===== src/rtl/core/whcp_pkg.sv =====
// Shared types, tags, status codes and helpers of the WAV header chunk parser.
`timescale 1ns / 1ps

package whcp_pkg;

   // Four-character tags as they appear in file order, first byte in the top bits.
   localparam logic [31:0] TAG_RIFF = 32'h5249_4646;
   localparam logic [31:0] TAG_WAVE = 32'h5741_5645;
   localparam logic [31:0] TAG_FMT  = 32'h666D_7420;
   localparam logic [31:0] TAG_DATA = 32'h6461_7461;

   localparam logic [31:0] FMT_MIN_SIZE   = 32'd16;
   localparam logic [15:0] FORMAT_PCM     = 16'd1;
   localparam logic [15:0] MONO_CHANNELS  = 16'd1;
   localparam logic [15:0] PCM16_BITS     = 16'd16;

   localparam logic [31:0] RATE_44K1 = 32'd44100;
   localparam logic [31:0] RATE_22K05 = 32'd22050;
   localparam logic [31:0] RATE_48K  = 32'd48000;

   localparam int unsigned STATUS_W = 4;

   localparam logic [STATUS_W-1:0] ST_OK          = 4'd0;
   localparam logic [STATUS_W-1:0] ST_NOT_RIFF    = 4'd1;
   localparam logic [STATUS_W-1:0] ST_NOT_WAVE    = 4'd2;
   localparam logic [STATUS_W-1:0] ST_TRUNCATED   = 4'd3;
   localparam logic [STATUS_W-1:0] ST_FMT_SMALL   = 4'd4;
   localparam logic [STATUS_W-1:0] ST_NOT_PCM     = 4'd5;
   localparam logic [STATUS_W-1:0] ST_NO_FMT      = 4'd6;
   localparam logic [STATUS_W-1:0] ST_NO_DATA     = 4'd7;
   localparam logic [STATUS_W-1:0] ST_NOT_MONO16  = 4'd8;

   typedef struct packed {
      logic [STATUS_W-1:0] parse_status;
      logic [31:0]         audio_offset;
      logic [31:0]         audio_length;
      logic [15:0]         channel_count;
      logic [31:0]         samples_per_second;
      logic [15:0]         sample_bits;
      logic                rate_unusual;
   } whcp_result_type;

   // True when the sample rate is none of the common ones.
   function automatic logic rate_is_unusual(input logic [31:0] rate);
      return (rate != RATE_44K1) && (rate != RATE_22K05) && (rate != RATE_48K);
   endfunction

endpackage


===== src/rtl/core/wav_header_chunk_parser.sv =====
// Top level of the WAV header chunk parser: byte input, one result per file.
`timescale 1ns / 1ps

// The req channel carries a WAV file one byte per beat, in file order, with
// req_end_of_file set on the final byte. The parser checks the RIFF and WAVE
// tags, walks the chunks, captures the fmt fields and the data chunk position,
// and sends exactly one beat on the rsp channel per file: when both fmt and
// data are known, at the first error, or at the end of the file.
// The parse state is updated in the cycle the byte is accepted, so a new
// byte can be accepted on every clock edge unless a result waits on a
// stalled receiver. The result appears on rsp in the cycle after the byte
// that completes it is accepted and is held in a single output register.
// Bytes after a result are dropped until the end-of-file byte, and the byte
// after that starts a new file.
// req_stall rises only while a result sits in the output register and the
// receiver stalls; the held result then stays unchanged on the rsp ports.
// Reset is synchronous and active high; it empties the output register and
// returns the parser to the start of a file.
module wav_header_chunk_parser (
   input  logic        clock,
   input  logic        reset,
   input  logic        req_valid,
   output logic        req_stall,
   input  logic [7:0]  req_stream_byte,
   input  logic        req_end_of_file,
   output logic        rsp_valid,
   input  logic        rsp_stall,
   output logic [3:0]  rsp_parse_status,
   output logic [31:0] rsp_audio_offset,
   output logic [31:0] rsp_audio_length,
   output logic [15:0] rsp_channel_count,
   output logic [31:0] rsp_samples_per_second,
   output logic [15:0] rsp_sample_bits,
   output logic        rsp_rate_unusual
);
   import whcp_pkg::*;

   logic            req_accept;
   logic            result_valid;
   whcp_result_type result;
   whcp_result_type rsp_data;
   logic            out_blocked;

   // A byte is taken unless a result is waiting on a stalled receiver.
   assign req_stall  = out_blocked;
   assign req_accept = req_valid & ~out_blocked;

   whcp_parser u_parser (
      .clock        (clock),
      .reset        (reset),
      .step_en      (req_accept),
      .stream_byte  (req_stream_byte),
      .end_of_file  (req_end_of_file),
      .result_valid (result_valid),
      .result       (result)
   );

   whcp_rsp_reg u_rsp_reg (
      .clock        (clock),
      .reset        (reset),
      .load         (result_valid),
      .load_data    (result),
      .rsp_stall    (rsp_stall),
      .rsp_valid    (rsp_valid),
      .full_blocked (out_blocked),
      .rsp_data     (rsp_data)
   );

   assign rsp_parse_status       = rsp_data.parse_status;
   assign rsp_audio_offset       = rsp_data.audio_offset;
   assign rsp_audio_length       = rsp_data.audio_length;
   assign rsp_channel_count      = rsp_data.channel_count;
   assign rsp_samples_per_second = rsp_data.samples_per_second;
   assign rsp_sample_bits        = rsp_data.sample_bits;
   assign rsp_rate_unusual       = rsp_data.rate_unusual;

   // The input is held back only while a result is waiting.
   a_stall_only_when_full : assert property (@(posedge clock) disable iff (reset)
      req_stall |-> rsp_valid)
      else $error("req_stall raised with no result waiting");

   // Status codes stay within the defined set.
   a_status_range : assert property (@(posedge clock) disable iff (reset)
      rsp_valid |-> (rsp_parse_status <= ST_NOT_MONO16))
      else $error("result status out of range");

   // The rate warning only accompanies a completed walk.
   a_unusual_only_complete : assert property (@(posedge clock) disable iff (reset)
      (rsp_valid && rsp_rate_unusual) |->
         (rsp_parse_status == ST_OK || rsp_parse_status == ST_NOT_MONO16))
      else $error("rate warning on an error status");

   // An accepted status means mono 16-bit audio.
   a_ok_is_mono16 : assert property (@(posedge clock) disable iff (reset)
      (rsp_valid && rsp_parse_status == ST_OK) |->
         (rsp_channel_count == MONO_CHANNELS && rsp_sample_bits == PCM16_BITS))
      else $error("ok status without mono 16-bit format");

endmodule


===== src/rtl/core/whcp_parser.sv =====
// Per-beat parse state and the next-state logic that walks the RIFF chunks.
`timescale 1ns / 1ps

module whcp_parser (
   input  logic                     clock,
   input  logic                     reset,
   input  logic                     step_en,
   input  logic [7:0]               stream_byte,
   input  logic                     end_of_file,
   output logic                     result_valid,
   output whcp_pkg::whcp_result_type result
);
   import whcp_pkg::*;

   localparam logic [2:0] PH_HEADER = 3'd0;
   localparam logic [2:0] PH_CHUNK  = 3'd1;
   localparam logic [2:0] PH_FMT    = 3'd2;
   localparam logic [2:0] PH_SKIP   = 3'd3;
   localparam logic [2:0] PH_DRAIN  = 3'd4;

   localparam logic [4:0] RIFF_LAST_IDX  = 5'd3;
   localparam logic [4:0] HDR_LAST_IDX   = 5'd11;
   localparam logic [4:0] TAG_LAST_IDX   = 5'd3;
   localparam logic [4:0] CHUNK_LAST_IDX = 5'd7;
   localparam logic [4:0] FMT_LAST_IDX   = 5'd15;

   logic [2:0]  phase_ff, phase_in;
   logic [31:0] pos_ff, pos_in;
   logic [4:0]  idx_ff, idx_in;
   logic [31:0] tag_ff, tag_in;
   logic [31:0] size_ff, size_in;
   logic [32:0] skip_ff, skip_in;
   logic        fmt_seen_ff, fmt_seen_in;
   logic        data_seen_ff, data_seen_in;
   logic [15:0] fmt_tag_ff, fmt_tag_in;
   logic [15:0] chan_ff, chan_in;
   logic [31:0] rate_ff, rate_in;
   logic [15:0] bits_ff, bits_in;
   logic [31:0] offset_ff, offset_in;
   logic [31:0] length_ff, length_in;

   logic                emit;
   logic [STATUS_W-1:0] status;
   logic [32:0]         chunk_total;
   logic [STATUS_W-1:0] final_status;

   always_comb begin
      phase_in     = phase_ff;
      pos_in       = pos_ff + 32'd1;
      idx_in       = idx_ff;
      tag_in       = tag_ff;
      size_in      = size_ff;
      skip_in      = skip_ff;
      fmt_seen_in  = fmt_seen_ff;
      data_seen_in = data_seen_ff;
      fmt_tag_in   = fmt_tag_ff;
      chan_in      = chan_ff;
      rate_in      = rate_ff;
      bits_in      = bits_ff;
      offset_in    = offset_ff;
      length_in    = length_ff;
      emit         = 1'b0;
      status       = ST_OK;
      chunk_total  = '0;
      final_status = ST_OK;
      result       = '0;

      unique case (phase_ff)
         PH_HEADER: begin
            tag_in = {tag_ff[23:0], stream_byte};
            if (idx_ff == RIFF_LAST_IDX && tag_in != TAG_RIFF) begin
               emit   = 1'b1;
               status = ST_NOT_RIFF;
            end else if (idx_ff >= HDR_LAST_IDX) begin
               if (tag_in != TAG_WAVE) begin
                  emit   = 1'b1;
                  status = ST_NOT_WAVE;
               end else begin
                  skip_in  = '0;
                  phase_in = PH_CHUNK;
                  idx_in   = '0;
                  tag_in   = '0;
                  size_in  = '0;
               end
            end else begin
               idx_in = idx_ff + 5'd1;
            end
         end
         PH_CHUNK: begin
            if (idx_ff <= TAG_LAST_IDX) begin
               tag_in = {tag_ff[23:0], stream_byte};
            end else if (idx_ff <= CHUNK_LAST_IDX) begin
               case (idx_ff[1:0])
                  2'd0:    size_in[7:0]   = size_ff[7:0]   | stream_byte;
                  2'd1:    size_in[15:8]  = size_ff[15:8]  | stream_byte;
                  2'd2:    size_in[23:16] = size_ff[23:16] | stream_byte;
                  default: size_in[31:24] = size_ff[31:24] | stream_byte;
               endcase
            end
            if (idx_ff >= CHUNK_LAST_IDX) begin
               // Odd-sized chunks carry one pad byte.
               chunk_total = {1'b0, size_in} + {32'd0, size_in[0]};
               if (tag_in == TAG_FMT) begin
                  if (size_in < FMT_MIN_SIZE) begin
                     emit   = 1'b1;
                     status = ST_FMT_SMALL;
                  end else begin
                     phase_in   = PH_FMT;
                     idx_in     = '0;
                     skip_in    = chunk_total - {1'b0, FMT_MIN_SIZE};
                     fmt_tag_in = '0;
                     chan_in    = '0;
                     rate_in    = '0;
                     bits_in    = '0;
                  end
               end else begin
                  if (tag_in == TAG_DATA) begin
                     offset_in    = pos_ff + 32'd1;
                     length_in    = size_in;
                     data_seen_in = 1'b1;
                  end
                  if (tag_in == TAG_DATA && fmt_seen_ff) begin
                     emit   = 1'b1;
                     status = ST_OK;
                  end else begin
                     skip_in  = chunk_total;
                     phase_in = (chunk_total != '0) ? PH_SKIP : PH_CHUNK;
                     idx_in   = '0;
                     tag_in   = '0;
                     size_in  = '0;
                  end
               end
            end else begin
               idx_in = idx_ff + 5'd1;
            end
         end
         PH_FMT: begin
            case (idx_ff)
               5'd0:    fmt_tag_in[7:0]  = fmt_tag_ff[7:0]  | stream_byte;
               5'd1:    fmt_tag_in[15:8] = fmt_tag_ff[15:8] | stream_byte;
               5'd2:    chan_in[7:0]     = chan_ff[7:0]     | stream_byte;
               5'd3:    chan_in[15:8]    = chan_ff[15:8]    | stream_byte;
               5'd4:    rate_in[7:0]     = rate_ff[7:0]     | stream_byte;
               5'd5:    rate_in[15:8]    = rate_ff[15:8]    | stream_byte;
               5'd6:    rate_in[23:16]   = rate_ff[23:16]   | stream_byte;
               5'd7:    rate_in[31:24]   = rate_ff[31:24]   | stream_byte;
               5'd14:   bits_in[7:0]     = bits_ff[7:0]     | stream_byte;
               5'd15:   bits_in[15:8]    = bits_ff[15:8]    | stream_byte;
               default: ;
            endcase
            if (idx_ff >= FMT_LAST_IDX) begin
               if (fmt_tag_in != FORMAT_PCM) begin
                  emit   = 1'b1;
                  status = ST_NOT_PCM;
               end else begin
                  fmt_seen_in = 1'b1;
                  if (data_seen_ff) begin
                     emit   = 1'b1;
                     status = ST_OK;
                  end else begin
                     phase_in = (skip_ff != '0) ? PH_SKIP : PH_CHUNK;
                     idx_in   = '0;
                     tag_in   = '0;
                     size_in  = '0;
                  end
               end
            end else begin
               idx_in = idx_ff + 5'd1;
            end
         end
         PH_SKIP: begin
            if (skip_ff != '0) begin
               skip_in = skip_ff - 33'd1;
            end
            if (skip_in == '0) begin
               phase_in = PH_CHUNK;
               idx_in   = '0;
               tag_in   = '0;
               size_in  = '0;
            end
         end
         default: ;
      endcase

      // A finished walk reports non-mono or non-16-bit audio as a rejection.
      final_status = (chan_in != MONO_CHANNELS || bits_in != PCM16_BITS) ? ST_NOT_MONO16
                                                                         : ST_OK;
      if (emit && status == ST_OK) begin
         status = final_status;
      end
      if (emit) begin
         phase_in = PH_DRAIN;
      end

      if (end_of_file && !emit && phase_in != PH_DRAIN) begin
         emit = 1'b1;
         if ((phase_in == PH_CHUNK && idx_in == '0) || phase_in == PH_SKIP) begin
            status = fmt_seen_in ? ST_NO_DATA : ST_NO_FMT;
         end else begin
            status = ST_TRUNCATED;
         end
      end

      result.parse_status       = status;
      result.audio_offset       = offset_in;
      result.audio_length       = length_in;
      result.channel_count      = chan_in;
      result.samples_per_second = rate_in;
      result.sample_bits        = bits_in;
      result.rate_unusual       = (status == ST_OK || status == ST_NOT_MONO16) ?
                                  rate_is_unusual(rate_in) : 1'b0;

      // The beat after the last one of a file starts a fresh parse.
      if (end_of_file) begin
         phase_in     = PH_HEADER;
         pos_in       = '0;
         idx_in       = '0;
         tag_in       = '0;
         size_in      = '0;
         skip_in      = '0;
         fmt_seen_in  = 1'b0;
         data_seen_in = 1'b0;
         fmt_tag_in   = '0;
         chan_in      = '0;
         rate_in      = '0;
         bits_in      = '0;
         offset_in    = '0;
         length_in    = '0;
      end
   end

   assign result_valid = step_en & emit;

   always_ff @(posedge clock) begin
      if (reset) begin
         phase_ff     <= PH_HEADER;
         pos_ff       <= '0;
         idx_ff       <= '0;
         tag_ff       <= '0;
         size_ff      <= '0;
         skip_ff      <= '0;
         fmt_seen_ff  <= 1'b0;
         data_seen_ff <= 1'b0;
         fmt_tag_ff   <= '0;
         chan_ff      <= '0;
         rate_ff      <= '0;
         bits_ff      <= '0;
         offset_ff    <= '0;
         length_ff    <= '0;
      end else if (step_en) begin
         phase_ff     <= phase_in;
         pos_ff       <= pos_in;
         idx_ff       <= idx_in;
         tag_ff       <= tag_in;
         size_ff      <= size_in;
         skip_ff      <= skip_in;
         fmt_seen_ff  <= fmt_seen_in;
         data_seen_ff <= data_seen_in;
         fmt_tag_ff   <= fmt_tag_in;
         chan_ff      <= chan_in;
         rate_ff      <= rate_in;
         bits_ff      <= bits_in;
         offset_ff    <= offset_in;
         length_ff    <= length_in;
      end
   end

endmodule


===== src/rtl/core/whcp_rsp_reg.sv =====
// Result register that holds one parse result until the receiver takes it.
`timescale 1ns / 1ps

module whcp_rsp_reg (
   input  logic                     clock,
   input  logic                     reset,
   input  logic                     load,
   input  whcp_pkg::whcp_result_type load_data,
   input  logic                     rsp_stall,
   output logic                     rsp_valid,
   output logic                     full_blocked,
   output whcp_pkg::whcp_result_type rsp_data
);
   import whcp_pkg::*;

   logic            valid_ff, valid_in;
   whcp_result_type data_ff, data_in;

   // Blocked only while a held result waits on a stalled receiver.
   assign full_blocked = valid_ff & rsp_stall;

   always_comb begin
      valid_in = valid_ff & rsp_stall;
      data_in  = data_ff;
      if (load) begin
         valid_in = 1'b1;
         data_in  = load_data;
      end
   end

   always_ff @(posedge clock) begin
      if (reset) begin
         valid_ff <= 1'b0;
      end else begin
         valid_ff <= valid_in;
      end
   end

   always_ff @(posedge clock) begin
      data_ff <= data_in;
   end

   assign rsp_valid = valid_ff;
   assign rsp_data  = data_ff;

endmodule


===== config.mk =====
export PLATFORM = sky130hd
export DESIGN_NAME = wav_header_chunk_parser
export DESIGN_NICKNAME = d
export VERILOG_FILES = /design/src/rtl/core/whcp_pkg.sv /design/src/rtl/core/wav_header_chunk_parser.sv /design/src/rtl/core/whcp_parser.sv /design/src/rtl/core/whcp_rsp_reg.sv
export SDC_FILE = /design/constraint.sdc
export NUM_CORES = 1
export LEC_CHECK = 0
export ABC_AREA = 1
export BUFFER_PORTS_ARGS = -buffer_cell sky130_fd_sc_hd__buf_2
export CAP_MARGIN = 20
export CELL_PAD_IN_SITES_DETAIL_PLACEMENT = 2
export CELL_PAD_IN_SITES_GLOBAL_PLACEMENT = 2
export CORE_UTILIZATION = 25
export CTS_BUF_LIST = sky130_fd_sc_hd__clkbuf_4
export DETAILED_ROUTE_END_ITERATION = 8
export GPL_ROUTABILITY_DRIVEN = 1
export PLACE_DENSITY = 0.72
export SLEW_MARGIN = 20
export SYNTH_ARGS = -nofsm -noshare
export SYNTH_HDL_FRONTEND = slang
export SYNTH_SLANG_ARGS = --single-unit

===== constraint.sdc =====
create_clock -name clock -period 9.4 [get_ports clock]
set_input_delay 1.41 -clock clock [delete_from_list [all_inputs] [get_ports clock]]
set_output_delay 1.41 -clock clock [all_outputs]
set_load 0.03 [all_outputs]

==> flow_metrics.tcl, run 1 <==
set metrics [dict create \
    cts_buffers 120 \
    fin_crit_sh 0.653 \
    grt_pass1_vias 25200 \
    h-tree-depth 3 \
    r2r_end "u_rsp_reg.rsp_data[132]" \
    grtUsageTotal 0.207 \
    vias 24000 \
    r2r_cells 21 \
    dr.max_layer_used "met5" \
    dr_wl_met3_um 3350 \
    clock_latency_ns 0.99 \
    boundaryPins 148 \
    status "complete, but fails checks" \
    crit_arrival_ns 6.85 \
    antenna_left 0 \
    clock_skew_ns 0.117 \
    drcViolationCount 2 \
    fin_crit_ns 6.14 \
    clockRootBuffer "clkbuf_4" \
    core_area_mm2 0.0933 \
    worst_pin_slew_ns 1.04 \
    fin_setup_tns_ns 0 \
    drtPass1Iterations 7 \
    synth_fp_nets 3378 \
    cap_violations 0 \
    hp-class "reg2reg" \
    r2r_start "u_parser.idx_ff[0]" \
    hold_path_end "u_parser.fmt_tag_ff[9]" \
    syn_avg_cell_area_um2 7.02 \
    critPathLaunchType "register" \
    p_sw_w 0.00122 \
    areaGrowthSynthToFinish_pct 14.6 \
    endpoint_kind "register" \
    p_int_w 0.00292 \
    rows 112 \
    p_leak_nw 10.4 \
    gp_congestion 0.902 \
    wl_per_cell_um 20.6 \
    cts_resized 0 \
    whs_path_depth 2 \
    violations "design-rule violations" \
    cts_buffer_depth 3 \
    grt_max_degree 157 \
    finalSetupViolations 0 \
    syn_inst 3355 \
    wl_met2_um 48000 \
    cts_sinks 417 \
    peakVddDrop_v 0.0000999 \
    pwr-share-seq 0.465 \
    port_buffers 147 \
    viasPerCell 4.96 \
    dieArea_mm2 0.0954 \
    critPathMaxFanout 61 \
    cts_hold_buf 0 \
    hold_viol_final 0 \
    cts.clk_slew.worst_paths_ns 0.07 \
    max_slew_margin 0.305 \
    synth.cell_area_mm2 0.0235 \
    synth.distinct_cells 62 \
    synth-main-ff-cell "dfxtp_1" \
    drive_above_1_share 0.147 \
    synth-edff-count 133 \
    chipHeight_um 309 \
    fin_cells 4841 \
    ys_seq_elements 417 \
    grt_pass1_wl_um 152000 \
    clock.fmax_mhz 163 \
    antenna_found_initial 3 \
    drt_iter0_drc 1223 \
    die_x_um 309 \
    crit_type "reg2reg" \
    power.share.clock 0.435 \
    nNetsFinal 3504 \
    overflow 0 \
    min_from "u_parser.fmt_tag_ff[9]" \
    rsz0062_at_grt "false" \
    post-cts-setup-buffers 0 \
    p_per_area_mw_per_mm2 153 \
    p_comb_frac 0.100 \
    drt-met1-wl_um 45600 \
    placed_cells 4612 \
    drv_slew 0 \
    cp.required_ns 10.11 \
    wirelength_um 99500 \
    layout_common_cells "nand2_1, inv_1, nor2_1" \
    dp_hpwl_um 70100 \
    holdWs_ns 0.462 \
    switching_share 0.295 \
    yosysWarnings 0 \
    start_util 0.252 \
    async_reset_ff_frac 0 \
    final_common_cell "nand2_1" \
    synth-seq-area-share 0.411 \
    reg2reg_slack_ns 3.26 \
    cts_tree "done" \
]
## metrics by stage
stage          setup WS [ns]  utilization  total power, W  cell area [um^2]
2_1_floorplan           2.66            -         0.00222             23500
3_3_place_gp            3.30        0.272         0.00237             25300
3_5_place_dp            3.15        0.272         0.00237             25300
4_1_cts                 3.15        0.289         0.00421             26900
5_1_grt                 2.85        0.289         0.00433             27000
6_report                3.26        0.289         0.00413             27000
## area by class of cell
cell class | instances | area, um^2
clock inverter | 40 | 200
timing repair buffer | 176 | 996
inverter | 359 | 1350
sequential | 417 | 9680
fill | 11300 | 66400
clock buffer | 186 | 1400
multi-input combinational | 2407 | 11800
tap | 1254 | 1570
antenna | 2 | 5.00
## state kept, by name, summed over array words and instances, names as in the netlist
name / cells
u_rsp_reg.rsp_data: 133
u_parser.skip_ff: 33
u_parser.length_ff: 32
u_parser.offset_ff: 32
u_parser.pos_ff: 32
u_parser.rate_ff: 32
u_parser.size_ff: 32
u_parser.tag_ff: 32
u_parser.bits_ff: 16
u_parser.chan_ff: 16
u_parser.fmt_tag_ff: 16
u_parser.idx_ff: 5
u_parser.phase_ff: 3
u_parser.data_seen_ff: 1
u_parser.fmt_seen_ff: 1
u_rsp_reg.rsp_valid: 1
## routing by layer
layer,global-route usage,vias to the layer above
met3,0.0254,138
met4,0.0720,4
met1,0.266,12000
li1,-,11500
met5,0,-
met2,0.354,426
## power groups by stage
stage | Combinational, W | Clock [W] | Sequential (W)
2_1_floorplan | 0.000217 | 0 | 0.00200
3_3_place_gp | 0.000405 | 0 | 0.00196
3_5_place_dp | 0.000410 | 0 | 0.00196
4_1_cts | 0.000412 | 0.00187 | 0.00192
5_1_grt | 0.000445 | 0.00196 | 0.00192
6_report | 0.000413 | 0.00180 | 0.00192
## logic make-up after synthesis
family          Yosys count  synth area share
fa+ha+maj                10           0.00532
simple gates           1707             0.320
xor+xnor                 40            0.0149
buf+inv                 531            0.0910
flops                   417             0.411
compound gates          650             0.158
## Yosys cell counts (all sizes together) (21+ instances only)
cell	n	area share
dfxtp	284	0.24
a21oi	278	0.060
nand3	226	0.052
o22ai	21	0.0056
a31oi	59	0.016
edfxtp	133	0.17
nand4	65	0.017
a211oi	63	0.020
o21ai	166	0.035
inv	355	0.057
nand2	971	0.16
buf	45	0.014
nor3	43	0.0098
nor2	340	0.061
clkbuf	127	0.020
xor2	36	0.013
## worst max-delay path, cell delays in order (launching register included)
cell     delay (ns)
dfxtp_1        0.54
ha_1           0.31
inv_1          0.08
nand3_2        0.11
nand3_4        0.38
buf_4          0.48
o21ai_0        0.57
nand4_1        0.16
nor2_1         0.13
nand3_1        0.20
nor2_4         0.24
inv_2          0.09
nor2_4         0.22
nand3_4        0.38
inv_2          0.59
a21oi_1        0.16
nor4_1         0.54
nand2_1        0.19
nor2_1         0.15
nand4_1        0.13
nand2_1        0.10
inv_1          0.04
## how the worst max path moves through the flow
stage | startpoint | end | slack (ns) | cells past startpoint
CTS | u_parser.idx_ff[0] | u_rsp_reg.rsp_data[128] | 3.15 | 27
global placement | req_stream_byte[3] | u_rsp_reg.rsp_data[34] | 3.30 | 24
global route | u_parser.idx_ff[0] | u_rsp_reg.rsp_data[9] | 2.85 | 28
detailed placement | req_stream_byte[0] | u_rsp_reg.rsp_data[34] | 3.15 | 26
finish | u_parser.idx_ff[0] | u_rsp_reg.rsp_data[132] | 3.26 | 21
floorplan | req_stream_byte[0] | u_rsp_reg.rsp_data[0] | 2.66 | 25
No activity file was read; power rests on OpenSTA's default activity.
==> run 2, diff against run 1 <==
--- a/config.mk
+++ b/config.mk
@@ -5,7 +5,7 @@
 export SDC_FILE = /design/constraint.sdc
 export NUM_CORES = 1
 export LEC_CHECK = 0
-export ABC_AREA = 1
+export ABC_AREA = 0
 export BUFFER_PORTS_ARGS = -buffer_cell sky130_fd_sc_hd__buf_2
 export CAP_MARGIN = 20
 export CELL_PAD_IN_SITES_DETAIL_PLACEMENT = 2
@@ -14,7 +14,7 @@
 export CTS_BUF_LIST = sky130_fd_sc_hd__clkbuf_4
 export DETAILED_ROUTE_END_ITERATION = 8
 export GPL_ROUTABILITY_DRIVEN = 1
-export PLACE_DENSITY = 0.72
+export PLACE_DENSITY = 0.68
 export SLEW_MARGIN = 20
 export SYNTH_ARGS = -nofsm -noshare
 export SYNTH_HDL_FRONTEND = slang
==> constraint.sdc (replaced) <==
create_clock -name clock -period 5.8 [get_ports clock]
set_input_delay 0.87 -clock clock [delete_from_list [all_inputs] [get_ports clock]]
set_output_delay 0.87 -clock clock [all_outputs]
set_load 0.03 [all_outputs]
==> flow_metrics.tcl, run 2 <==
set metrics [dict create \
    finalSetupViolations 0 \
    cts_tree "done" \
    hold_viol_final 0 \
    clock_latency_ns 0.99 \
    clockRootBuffer "clkbuf_4" \
    cp_top_family "simple AND/OR/NAND/NOR gates" \
    ys_top_cells_by_area "dfxtp_1, edfxtp_1, nor2_1" \
    fin_cells 3868 \
    reg2reg_slack_ns 0.44 \
    grt_max_degree 93 \
    power.share.clock 0.439 \
    cts_sinks 417 \
    synth.cell_area_mm2 0.0215 \
    rsz0062_at_grt "false" \
    synth_fp_nets 2464 \
    areaGrowthSynthToFinish_pct 17.6 \
    pwr-share-seq 0.490 \
    crit_buf_inv 0 \
    max_slew_margin 0.204 \
    cts_buffer_depth 3 \
    wl_per_cell_um 23.4 \
    chipHeight_um 295 \
    switching_share 0.283 \
    yosys.area.top_type_share 0.265 \
    crit_type "reg2reg" \
    cts_hold_buf 0 \
    status "complete, no violations" \
    hp-class "in2reg" \
    r2r_cells 12 \
    async_reset_ff_frac 0 \
    placed_cells 3649 \
    crit_cells 12 \
    drcViolationCount 0 \
    p_per_area_mw_per_mm2 248 \
    grt_pass1_wl_um 136000 \
    p_leak_nw 9.24 \
    cts_buffers 116 \
    post-cts-setup-buffers 0 \
    largest_reg_flops 133 \
    clock.fmax_mhz 187 \
    layout_common_cells "nor2_1, dfxtp_1, nand2_1" \
    start_util 0.252 \
    setup_ws_ns 0.441 \
    crit_arrival_ns 6.00 \
    yosysMostFrequentCell "nor2_1" \
    endpoint_kind "register" \
    p_comb_frac 0.071 \
    port_buffers 147 \
    syn_avg_cell_area_um2 8.79 \
    grt_pass1_vias 21900 \
    antenna_found_initial 6 \
    fin_setup_tns_ns 0 \
    dp_hpwl_um 65500 \
    core_area_mm2 0.0851 \
    fin_crit_sh 0.924 \
    cp_cell_sequence "ha_1, nor3b_4, a31oi_1, a22oi_2, nand4bb_1, nor4_1, a32oi_1, a211oi_2, or4b_4, o41ai_4, o2bb2ai_2, or2_1" \
    wirelength_um 90400 \
    critPathLaunchType "register" \
    yosysWarnings 0 \
    drt_iter0_drc 1164 \
    syn_inst 2441 \
    antenna_left 0 \
    die_x_um 295 \
    peakVddDrop_v 0.000115 \
    vias 20600 \
    gp_congestion 0.887 \
    viasPerCell 5.33 \
    h-tree-depth 3 \
    final_common_cell "nor2_1" \
    synth_common_cells "nor2_1, dfxtp_1, nand2_1, a21oi_1, o21ai_0" \
    synth-seq-area-share 0.451 \
    synth-main-ff-cell "dfxtp_1" \
    critPathMaxFanout 19 \
    rows 107 \
    worst_pin_slew_ns 1.19 \
    synth.distinct_cells 105 \
    overflow 0 \
    fin_crit_ns 5.36 \
    post-place-ws_ns 0.331 \
    p_sw_w 0.00177 \
    nNetsFinal 2646 \
    boundaryPins 148 \
    synth-edff-count 133 \
    cts.clk_slew.worst_paths_ns 0.08 \
    cap_violations 0 \
    whs_path_depth 5 \
    drtPass1Iterations 5 \
    grtUsageTotal 0.204 \
    ys_seq_elements 417 \
    max_stage_delay_ns 0.76 \
    clock_skew_ns 0.122 \
    cp.required_ns 6.44 \
    slowest_stage "nor3b_4" \
    drv_slew 0 \
    p_int_w 0.00448 \
    synth_largest_area_cell "dfxtp_1" \
    dieArea_mm2 0.0870 \
    drive_above_1_share 0.187 \
]
==> run 2: cell count changes in the layout (fill, tap and decap cells not counted), sizes merged, moves of 42 or more <==
cell,delta
nand2,-801
a22oi,+138
nand3,-182
inv,-334
xnor2,+54
a22o,+42
a21oi,-117
nor2,+70
buf,+75
a211oi,-52
==> run 2: cells by family after synthesis <==
logic type / Yosys count / share of synthesized area
AOI/OAI and AO/OA: 673 / 0.208
xor gates and xnor gates: 97 / 0.0405
adders and majority gates: 10 / 0.00583
buffers and inverters: 210 / 0.0421
DFF: 417 / 0.451
muxes: 40 / 0.0190
and+or+nand+nor: 994 / 0.234
==> run 2: through the flow <==
stage / hold WS (ns) / area (um^2) / utilization / total power (W)
5_1_grt: 0.395 / 25200 / 0.296 / 0.00652
3_3_place_gp: 0.449 / 23700 / 0.279 / 0.00356
3_5_place_dp: 0.463 / 23700 / 0.279 / 0.00357
2_1_floorplan: 0.434 / 21500 / - / 0.00340
4_1_cts: 0.317 / 25200 / 0.296 / 0.00637
6_report: 0.403 / 25200 / 0.296 / 0.00625
==> run 2: layout make-up <==
class                   instances  area, um^2
diodes                          3        7.51
clock buffers                 159        1190
clock inverters                57         302
fillers                      9725       59900
inverters                      23        86.3
multi-input cells            1814       11000
flip-flops and latches        417        9680
well taps                    1144        1430
repair buffers                251        1570
==> run 2: routing by layer <==
| layer | part of all wire | global-route usage | wire, um | up-vias |
|---|---|---|---|---|
| met2 | 0.47 | 0.338 | 42600 | 538 |
| met5 | 0 | 0 | 0 | - |
| met4 | 0.034 | 0.0756 | 3100 | 0 |
| li1 | - | - | - | 9473 |
| met3 | 0.051 | 0.0425 | 4610 | 185 |
| met1 | 0.44 | 0.262 | 40100 | 10400 |
==> run 2: power groups by stage <==
stage | combinational [W] | clock (W) | sequential [W]
finish | 0.000446 | 0.00274 | 0.00306
global route | 0.000475 | 0.00298 | 0.00306
CTS | 0.000449 | 0.00286 | 0.00306
detailed placement | 0.000447 | 0 | 0.00313
global placement | 0.000438 | 0 | 0.00313
floorplan | 0.000218 | 0 | 0.00318
==> run 2: worst register-to-register path, cell delays in order, from the launching register on <==
cell and delay, ns:
dfxtp_1 0.56, ha_1 0.35, nor3b_4 0.76, a31oi_1 0.22, a22oi_2 0.39, nand4bb_1 0.47, nor4_1 0.46, a32oi_1 0.18
a211oi_2 0.39, or4b_4 0.54, o41ai_4 0.43, o2bb2ai_2 0.14, or2_1 0.22
==> run 2: worst paths after layout <==
| kind | startpoint | to |
|---|---|---|
| setup / recovery | u_parser.idx_ff[0] | u_rsp_reg.rsp_data[131] |
| hold / removal | rsp_stall | u_rsp_reg.rsp_valid |
| setup reg to reg | u_parser.idx_ff[0] | u_rsp_reg.rsp_data[131] |
| hold reg to reg | u_parser.fmt_tag_ff[13] | u_parser.fmt_tag_ff[13] |
==> run 2: repair_timing <==
item / 4_1_cts / 5_1_grt
setup endpoints to repair: 0 / 1
gates resized for setup: 0 / 1
hold endpoints to repair: 0 / 0
